## config.mk

```make
export PLATFORM = sky130hd
export DESIGN_NAME = bsrs_ctrl
export DESIGN_NICKNAME = d
export VERILOG_FILES = /design/src/rtl/core/bsrs_pkg.sv /design/src/rtl/core/bsrs_ctrl.sv
export SDC_FILE = /design/constraint.sdc
export NUM_CORES = 1
export LEC_CHECK = 0
export BUFFER_PORTS_ARGS = -buffer_cell sky130_fd_sc_hd__buf_2
export CAP_MARGIN = 30
export CORE_ASPECT_RATIO = 1.75
export CORE_MARGIN = 1.5
export CORE_UTILIZATION = 40
export CTS_CLUSTER_DIAMETER = 50
export DETAILED_ROUTE_END_ITERATION = 6
export GPL_ROUTABILITY_DRIVEN = 0
export GPL_TIMING_DRIVEN = 0
export SLEW_MARGIN = 20
export SYNTH_ARGS = -nofsm -noshare
export SYNTH_HDL_FRONTEND = slang
export SYNTH_SLANG_ARGS = --single-unit
```

## constraint.sdc

```tcl
create_clock -name clk_i -period 2.1 [get_ports clk_i]
set_input_delay 0.105 -clock clk_i [delete_from_list [all_inputs] [get_ports clk_i]]
set_output_delay 0.105 -clock clk_i [all_outputs]
set_load 0.1 [all_outputs]
```

## src/rtl/core/bsrs_pkg.sv

```systemverilog
// ----------------------------------------------------------------------------
// bsrs_pkg
// Shared types for the blocked sequence range spread block: request modes and
// the command and status groups between the controller and the datapath.
// ----------------------------------------------------------------------------
package bsrs_pkg;

  typedef enum logic [1:0] {
    MODE_APPEND  = 2'd0,
    MODE_RESTART = 2'd1,
    MODE_ERASE   = 2'd2,
    MODE_QUERY   = 2'd3
  } mode_e;

  // One strobe per datapath operation; dir_dn selects a newest-first slot walk.
  typedef struct packed {
    logic load;
    logic restart;
    logic sum_rd;
    logic app_commit;
    logic e_init;
    logic q_init;
    logic blk_up;
    logic blk_dn;
    logic e_skip;
    logic scan_init;
    logic slot_rd;
    logic dir_dn;
    logic e_eval;
    logic e_commit;
    logic q_merge;
    logic q_eval;
    logic out_load;
  } cmd_t;

  typedef struct packed {
    logic live_zero;
    logic before_first;
    logic past_last;
    logic blk_at_newest;
    logic blk_zero;
    logic k_ge_live;
    logic k_zero;
    logic cnt_at_used;
    logic cnt_zero;
    logic erase_none;
    logic out_free;
  } status_t;

endpackage

```

## src/rtl/core/bsrs_ctrl.sv

```systemverilog
// ----------------------------------------------------------------------------
// bsrs_ctrl
// Controller: sequences append, restart, erase and query requests over the
// datapath one operation per cycle, pausing while a finished query waits for the result register.
// ----------------------------------------------------------------------------
module bsrs_ctrl (
  input  logic              clk_i,
  input  logic              rst_ni,
  input  logic              in_valid_i,
  output logic              in_ready_o,
  input  logic [1:0]        mode_i,
  input  bsrs_pkg::status_t sts_i,
  output bsrs_pkg::cmd_t    cmd_o
);
  import bsrs_pkg::*;

  typedef enum logic [16:0] {
    ST_IDLE   = 17'h00001,
    ST_R_CLR  = 17'h00002,
    ST_A_RD   = 17'h00004,
    ST_A_CM   = 17'h00008,
    ST_E_CHK  = 17'h00010,
    ST_E_RD   = 17'h00020,
    ST_E_DEC  = 17'h00040,
    ST_E_NEXT = 17'h00080,
    ST_E_SRD  = 17'h00100,
    ST_E_SEV  = 17'h00200,
    ST_E_CM   = 17'h00400,
    ST_Q_CHK  = 17'h00800,
    ST_Q_RD   = 17'h01000,
    ST_Q_DEC  = 17'h02000,
    ST_Q_NEXT = 17'h04000,
    ST_Q_SRD  = 17'h08000,
    ST_Q_SEV  = 17'h10000
  } state_e;

  state_e state_q, state_d;
  logic   q_out_q, q_out_d;
  mode_e  mode;

  assign mode       = mode_e'(mode_i);
  assign in_ready_o = (state_q == ST_IDLE) && !q_out_q;

  always_comb begin
    cmd_o   = '0;
    state_d = state_q;
    q_out_d = q_out_q;
    if (q_out_q) begin
      // A finished query waits here until the result register is free.
      if (sts_i.out_free) begin
        cmd_o.out_load = 1'b1;
        q_out_d        = 1'b0;
      end
    end else begin
      case (state_q)
        ST_IDLE: begin
          if (in_valid_i) begin
            cmd_o.load = 1'b1;
            case (mode)
              MODE_APPEND:  state_d = ST_A_RD;
              MODE_RESTART: state_d = ST_R_CLR;
              MODE_ERASE:   state_d = ST_E_CHK;
              MODE_QUERY:   state_d = ST_Q_CHK;
              default:      state_d = ST_IDLE;
            endcase
          end
        end
        ST_R_CLR: begin
          cmd_o.restart = 1'b1;
          state_d       = ST_A_RD;
        end
        ST_A_RD: begin
          cmd_o.sum_rd = 1'b1;
          state_d      = ST_A_CM;
        end
        ST_A_CM: begin
          cmd_o.app_commit = 1'b1;
          state_d          = ST_IDLE;
        end
        ST_E_CHK: begin
          if (sts_i.erase_none) begin
            state_d = ST_IDLE;
          end else begin
            cmd_o.e_init = 1'b1;
            state_d      = ST_E_RD;
          end
        end
        ST_E_RD: begin
          cmd_o.sum_rd = 1'b1;
          state_d      = ST_E_DEC;
        end
        ST_E_DEC: begin
          if (sts_i.live_zero) begin
            state_d = ST_E_NEXT;
          end else if (sts_i.before_first) begin
            cmd_o.e_skip = 1'b1;
            state_d      = ST_E_NEXT;
          end else if (sts_i.past_last) begin
            state_d = ST_IDLE;
          end else begin
            cmd_o.scan_init = 1'b1;
            state_d         = ST_E_SRD;
          end
        end
        ST_E_NEXT: begin
          if (sts_i.blk_at_newest) begin
            state_d = ST_IDLE;
          end else begin
            cmd_o.blk_up = 1'b1;
            state_d      = ST_E_RD;
          end
        end
        ST_E_SRD: begin
          if (sts_i.cnt_at_used) begin
            state_d = ST_E_CM;
          end else begin
            cmd_o.slot_rd = 1'b1;
            state_d       = ST_E_SEV;
          end
        end
        ST_E_SEV: begin
          cmd_o.e_eval = 1'b1;
          state_d      = ST_E_SRD;
        end
        ST_E_CM: begin
          cmd_o.e_commit = 1'b1;
          state_d        = ST_E_NEXT;
        end
        ST_Q_CHK: begin
          if (sts_i.k_zero) begin
            q_out_d = 1'b1;
            state_d = ST_IDLE;
          end else begin
            cmd_o.q_init = 1'b1;
            state_d      = ST_Q_RD;
          end
        end
        ST_Q_RD: begin
          cmd_o.sum_rd = 1'b1;
          state_d      = ST_Q_DEC;
        end
        ST_Q_DEC: begin
          if (sts_i.live_zero) begin
            state_d = ST_Q_NEXT;
          end else if (sts_i.k_ge_live) begin
            cmd_o.q_merge = 1'b1;
            state_d       = ST_Q_NEXT;
          end else begin
            cmd_o.scan_init = 1'b1;
            cmd_o.dir_dn    = 1'b1;
            state_d         = ST_Q_SRD;
          end
        end
        ST_Q_NEXT: begin
          if (sts_i.k_zero || sts_i.blk_zero) begin
            q_out_d = 1'b1;
            state_d = ST_IDLE;
          end else begin
            cmd_o.blk_dn = 1'b1;
            state_d      = ST_Q_RD;
          end
        end
        ST_Q_SRD: begin
          if (sts_i.k_zero || sts_i.cnt_zero) begin
            state_d = ST_Q_NEXT;
          end else begin
            cmd_o.slot_rd = 1'b1;
            cmd_o.dir_dn  = 1'b1;
            state_d       = ST_Q_SEV;
          end
        end
        ST_Q_SEV: begin
          cmd_o.q_eval = 1'b1;
          state_d      = ST_Q_SRD;
        end
        default: state_d = ST_IDLE;
      endcase
    end
  end

  always_ff @(posedge clk_i or negedge rst_ni) begin
    if (!rst_ni) begin
      state_q <= ST_IDLE;
      q_out_q <= 1'b0;
    end else begin
      state_q <= state_d;
      q_out_q <= q_out_d;
    end
  end

endmodule
```

==> results.md, run 1 <==
* Outcome: complete, but fails checks
* Failing checks: setup timing
* Mean post-synth cell area at 8.53 µm²
* Register area share after synthesis at 30.8%
* FF+latch count, synth at 18
* Unrepaired setup endpoints after global routing: true
* Die Ht at 83.1 µm
* Via Count at 1694
* Worst slew pin tran at 0.594 ns
* Hold Crit Class: in -> reg
* Post-route insts no fill at 292
* H-tree depth at 1
* CP required at 2.00 ns
* Ys flop type: dfrtp_1
* Final min period at 2.36 ns
* Worst Path Arrival at 2.25 ns
* Internal Power at 0.00158 W
* Final Worst Setup Slack at -0.256 ns
* Peak supply drop at 1.17 mV
* Pwr/cell area at 1240 mW/mm²
* Antenna-violating nets left at 0
* Hpwl dp at 3360 µm
* FFs w/ async S/R, synth at 100%
* FF-to-FF path depth at 7
* Critical Path Sink Type: output port
* Register share of total power at 17.6%
* Leakage at 1.10 nW
* DR WL/cell at 18.4 µm
* Worst setup path endpoint: cmd_o[2]
* FF-to-FF setup slack at 0.07 ns
* Period utilization at 112%
* Inst Count DP at 250
* Crit-path max FO at 7
* Die X at 48.8 µm
* Iter 0 DRT Violations at 69
* Comb pwr share at 72.8%
* Number of synthesized flops with an enable pin at 0
* Pins over their slew limit at 0
* Endpoints failing setup at 13
* Largest net degree at the start of global routing at 19
* Pre-antenna DRT Iters at 4
* CTS tree: yes
* Max-cap check violation count at 0
* Core box area at 0.00343 mm²
* Initial core utilization at 42.7%
* P&R area growth vs syn at 79.3%
* Clock buffer depth at 2
* Clock power share at 9.6%
* Total gr overflow at 0
* Switch share at 51.3%
* Drt total wl at 5370 µm
* CTS Buf Count at 3
* GR Util All Layers at 26.5%
* Clk_skew at 0.00142 ns
* Root buf cell: clkbuf_8
* Achievable Freq at 0.424 GHz
* Worst r2r dst: state_q[13]
* Vias in the first global route at 1664
* Syn Inst Count at 172
* Switching power at 0.00167 W
* RR Startpoint: state_q[12]
* Crit start category: flip-flop
* I/O pin cnt at 34
* First-pass GRT wire length at 8330 µm
* Std cell rows at 28
* Diodes inserted at 0
* Die area at 0.00405 mm²
* Fraction of layout cells with a size suffix above 1 at 58.7%
* Crit path launch: state_q[5]
* Post-Synthesis Cell Area at 0.00147 mm²
* Max_slew headroom at 60.4%
* Worst-Skew Late Latency at 0.27 ns
* Detailed-route DRC error count at 0
* Final #Nets at 264
* Synth unique cells at 58
* Port Buffers at 33
* Total chip power at 0.00325 W
* Reg clk slew, reported paths at 0.08 ns
* DR vias/cell at 5.80
* Syn nets at 188
* Initial antenna violation count at 0
* FILL cells at 262
* Final hold violation count at 0
* Worst setup path class: reg -> out
* TritonCTS sink count at 18
* Syn. warnings at 0
==> placed cells by master, fill, tap and decap left out, types with 4 or more instances in the layout <==
cell and n:
dfrtp_2 10, nor2_4 5, o21ai_1 4, nor4_4 5
buf_6 9, nor2b_1 4, nor2_1 15, nand4b_1 4
buf_4 35, nand2_1 14, buf_12 15, nand2_2 4
nand3_1 4, dfrtp_1 7, buf_2 16, nor3_4 7
clkbuf_8 6, o21ai_0 9
==> flip-flops by register name, indices dropped and copies added (netlist names) <==
register  flops
q_out_q       1
state_q      17
==> per-stage QoR <==
stage / hold slack, ns / setup TNS [ns] / setup WS (ns) / utilization (%) / instance area [µm²]
floorplan: -0.191 / -1.76 / -0.393 / - / 1690
global placement: 0.0746 / -4.29 / -0.440 / 55.8 / 1920
detailed placement: 0.0815 / -2.51 / -0.367 / 55.8 / 1920
CTS: 0.0708 / -2.02 / -0.295 / 69.1 / 2370
global route: 0.0868 / -3.50 / -0.364 / 76.6 / 2630
finish: 0.0680 / -2.13 / -0.256 / 76.6 / 2630
==> power by group through the flow <==
stage,Combinational [W],Sequential [W],Clock [W]
global route,0.00249,0.000582,0.000319
CTS,0.00206,0.000567,0.000310
global placement,0.00168,0.000559,0
finish,0.00236,0.000572,0.000313
detailed placement,0.00169,0.000562,0
floorplan,0.00137,0.000533,0
==> metal layers <==
metal  track usage, %  up-vias  part of all wire [%]
li1                 -      799                     -
met1             30.9      832                    38
met2             49.4       48                    56
met3             2.34       15                   2.4
met4             8.57        0                   3.0
met5                0        -                     0
==> synth_stat cells, types with 2 or more instances <==
cell / instances / share of area, %
nor2_1: 20 / 5.1
nand2_1: 18 / 4.6
dfrtp_1: 17 / 29
nor3_1: 9 / 3.1
o21ai_0: 9 / 3.1
nand3_1: 6 / 2.0
a21oi_1: 5 / 1.7
clkbuf_1: 4 / 1.0
nand2b_1: 4 / 1.7
nand4b_1: 4 / 2.4
nor2b_1: 4 / 1.7
nor4_4: 4 / 5.8
o21ai_1: 4 / 1.4
buf_4: 3 / 1.5
inv_1: 3 / 0.77
nand3b_1: 3 / 1.5
a31oi_1: 2 / 0.85
a32oi_1: 2 / 1.2
and2_1: 2 / 0.85
and2b_1: 2 / 1.0
and4_1: 2 / 1.2
nor4_1: 2 / 0.85
nor4b_1: 2 / 1.2
o31ai_1: 2 / 1.0
or3_1: 2 / 0.85
or4_4: 2 / 1.5
or4b_1: 2 / 1.4
or4b_2: 2 / 1.4
xor2_1: 2 / 1.2
==> area by class of cell <==
type	count	area, µm²	share of cell area (%)
Timing Repair Buffer	72	721	27.4
Tap cell	45	56.3	2.14
Inverter	4	15.0	0.571
Sequential cell	18	464	17.7
Clock buffer	4	55.1	2.09
Multi-Input combinational cell	140	1240	47.2
Buffer	9	76.3	2.90
==> critical path: stages, from the launching register on <==
cell and delay (ns):
dfrtp_2 0.47, nor4_4 0.39, and4_1 0.29, nand4b_1 0.16, buf_4 0.18, nor4b_4 0.22
buf_6 0.26
==> cells by family after synthesis <==
| logic type | synth area share, % |
|---|---|
| AOI/OAI and AO/OA | 18.6 |
| xor gates and xnor gates | 1.19 |
| and+or+nand+nor | 44.2 |
| buffers and inverters | 5.20 |
| DFF | 30.8 |
==> worst min path at each step <==
stage | start | endpoint | slack [ns] | depth (start not counted)
after CTS | mode_i[1] | state_q[1] | 0.07 | 2
after detailed placement | rst_ni | state_q[6] | 0.08 | 1
after floorplan | rst_ni | q_out_q | -0.19 | 0
after global placement | rst_ni | state_q[6] | 0.07 | 1
final | mode_i[1] | state_q[1] | 0.07 | 2
after global routing | mode_i[1] | state_q[1] | 0.09 | 2
==> what timing repair did <==
item | in CTS | in global routing
endpoints found under the hold margin | 17 | 0
setup buffers | 15 | 23
hold buffers | 1 | 0
resized for setup | 75 | 24
setup endpoints to repair | 19 | 29
pin swaps | 15 | 20
No activity file was read; power rests on OpenSTA's default activity.
==> run 2: changes to the inputs <==
--- a/config.mk
+++ b/config.mk
@@ -14,6 +14,7 @@
 export DETAILED_ROUTE_END_ITERATION = 6
 export GPL_ROUTABILITY_DRIVEN = 0
 export GPL_TIMING_DRIVEN = 0
+export SETUP_SLACK_MARGIN = 0.2
 export SLEW_MARGIN = 20
 export SYNTH_ARGS = -nofsm -noshare
 export SYNTH_HDL_FRONTEND = slang
==> constraint.sdc (replaced) <==
create_clock -name clk_i -period 2.3 [get_ports clk_i]
set_input_delay 0.115 -clock clk_i [delete_from_list [all_inputs] [get_ports clk_i]]
set_output_delay 0.115 -clock clk_i [all_outputs]
set_load 0.1 [all_outputs]
==> results.md, run 2 (synthesis gave the netlist of run 1 again) <==
* Clock buffer depth at 2 (unchanged)
* Final #Nets at 263 (was 264)
* Switching power at 0.00154 W (was 0.00167 W)
* DR vias/cell at 5.79 (was 5.80)
* P&R area growth vs syn at 79.9% (was 79.3%)
* CP max stage cell: dfrtp_2 (unchanged)
* Worst slew pin tran at 0.568 ns (was 0.594 ns)
* Detailed-route DRC error count at 0 (unchanged)
* Switch share at 51.4% (was 51.3%)
* Biggest regs: state_q (17), q_out_q (1) (unchanged)
* Largest net degree at the start of global routing at 19 (unchanged)
* Via Count at 1685 (was 1694)
* FILL cells at 260 (was 262)
* Family with the most delay on the worst path: simple AND/OR/NAND/NOR gates (unchanged)
* Clk_skew at 0.00321 ns (was 0.00142 ns)
* Total gr overflow at 0 (unchanged)
* CTS tree: yes (unchanged)
* Worst Path Arrival at 2.27 ns (was 2.25 ns)
* Pre-CTS WS at -0.177 ns (was -0.367 ns)
* Commonest cells after routing, fill and taps aside: buf_4, buf_2, nor2_1, buf_12, nand2_1 (unchanged)
* Diodes inserted at 0 (unchanged)
* Hpwl dp at 3360 µm (unchanged)
* Failing checks: setup timing (unchanged)
* Max incr delay on CP at 0.47 ns (about the same)
* Period utilization at 104%
* Initial antenna violation count at 0 (unchanged)
* Antenna-violating nets left at 0 (unchanged)
* Crit path cell chain: nor4_4 > and4_1 > nand4b_1 > buf_4 > nor4b_4 > buf_6 (unchanged)
* Crit-path max FO at 7 (unchanged)
* TritonCTS sink count at 18 (unchanged)
* Post-route insts no fill at 291 (was 292)
* Pwr/cell area at 1140 mW/mm² (was 1240 mW/mm²)
* GR Util All Layers at 26.6% (was 26.5%)
* Pre-antenna DRT Iters at 4 (unchanged)
* Pins over their slew limit at 0 (unchanged)
* Final hold slack at 0.0814 ns (was 0.0680 ns)
* Most flops, register: state_q (unchanged)
* Final Worst Setup Slack at -0.0860 ns (was -0.256 ns)
* Max-cap check violation count at 0 (unchanged)
* Worst-Skew Late Latency at 0.27 ns (about the same)
* Endpoints failing setup at 6 (was 13)
* Die X at 48.8 µm (unchanged)
* I/O pin cnt at 34 (unchanged)
* Iter 0 DRT Violations at 50 (was 69)
* Comb pwr share at 73.1% (was 72.8%)
* H-tree depth at 1 (unchanged)
* Unrepaired setup endpoints after global routing: true (unchanged)
* Clock power share at 9.4% (was 9.6%)
* Final hold violation count at 0 (unchanged)
* Crit start category: flip-flop (unchanged)
* Fraction of layout cells with a size suffix above 1 at 56.9% (was 58.7%)
* Internal Power at 0.00146 W (was 0.00158 W)
* Max_slew headroom at 62.1% (was 60.4%)
* Root buf cell: clkbuf_8 (unchanged)
* CP required at 2.18 ns (was 2.00 ns)
* Reg clk slew, reported paths at 0.08 ns (about the same)
* Initial core utilization at 42.7% (unchanged)
* Max FFs per register at 17 (unchanged)
* Die Ht at 83.1 µm (unchanged)
* Peak supply drop at 0.976 mV (was 1.17 mV)
* Hold Crit Class: in -> reg (unchanged)
* Die area at 0.00405 mm² (unchanged)
* Port Buffers at 33 (unchanged)
* Drt total wl at 5520 µm (was 5370 µm)
* Vias in the first global route at 1671 (was 1664)
* Final min period at 2.39 ns
* DR WL/cell at 19.0 µm (was 18.4 µm)
* Std cell rows at 28 (unchanged)
* First-pass GRT wire length at 8360 µm (was 8330 µm)
* Leakage at 1.10 nW (about the same)
* Inst Count DP at 250 (unchanged)
* Achievable Freq at 0.419 GHz
* Core box area at 0.00343 mm² (unchanged)
* CP Buf/Inv Count at 2 (unchanged)
* Register share of total power at 17.5% (was 17.6%)
* Outcome: complete, but fails checks (unchanged)
* Critical Path Sink Type: output port (unchanged)
* Worst setup path class: reg -> out (unchanged)
* Most common cell after layout, fill and taps aside: buf_4 (unchanged)
* CTS Buf Count at 3 (unchanged)
[run 2: changes by cell type in the layout (fill, tap and decap cells not counted), sizes merged]
cell / change
clkbuf: -1
[run 2: layer usage]
metal  part of all wire (%)  global-route usage [%]  vias to the layer above
met5                      0                       0                        -
met4                    2.0                    9.09                        0
met3                    3.4                    3.06                       12
met2                     56                    49.3                       52
met1                     38                    30.8                      828
li1                       -                       -                      793
[run 2: per-stage QoR]
| stage | power, W | util (%) | area [µm²] | setup TNS, ns |
|---|---|---|---|---|
| after global placement | 0.00204 | 55.8 | 1920 | -1.95 |
| after detailed placement | 0.00206 | 55.8 | 1920 | -0.606 |
| final | 0.00300 | 76.8 | 2640 | -0.190 |
| after floorplan | 0.00174 | - | 1690 | -0.457 |
| after CTS | 0.00271 | 69.6 | 2390 | -0.319 |
| after global routing | 0.00314 | 76.8 | 2640 | -0.881 |
[run 2: cell type report]
| type | instances | area, µm² | area share [%] |
|---|---|---|---|
| multi-input cells | 140 | 1260 | 47.7 |
| repair buffers | 70 | 702 | 26.6 |
| flip-flops and latches | 18 | 460 | 17.5 |
| plain buffers | 10 | 91.3 | 3.46 |
| well taps | 45 | 56.3 | 2.13 |
| clock buffers | 4 | 55.1 | 2.09 |
| inverters | 4 | 15.0 | 0.569 |
[run 2: path summary, 6_finish.rpt]
check / to / from / cells after the start / slack (ns)
min in group asynchronous: state_q[6] / rst_ni / 2 / 0.34
max in group asynchronous: state_q[0] / rst_ni / 2 / 1.62
setup / recovery: cmd_o[2] / state_q[5] / 6 / -0.09
setup reg to reg: state_q[12] / state_q[5] / 6 / 0.28
hold / removal: state_q[1] / mode_i[1] / 2 / 0.08
hold reg to reg: state_q[9] / state_q[9] / 2 / 0.55
[run 2: timing repair]
item	4_1_cts	5_1_grt
endpoints found under the setup margin	19	30
gates cloned	0	0
hold endpoints to repair	17	0
pin swaps	16	19
resized for setup	79	19
hold buffers	1	0
buffers inserted	15	21
[run 2: power groups by stage]
stage	registers [W]	clock network, W	logic, W
after floorplan	0.000486	0	0.00125
after global placement	0.000510	0	0.00153
after detailed placement	0.000513	0	0.00154
after CTS	0.000518	0.000283	0.00191
after global routing	0.000534	0.000293	0.00231
final	0.000526	0.000283	0.00219
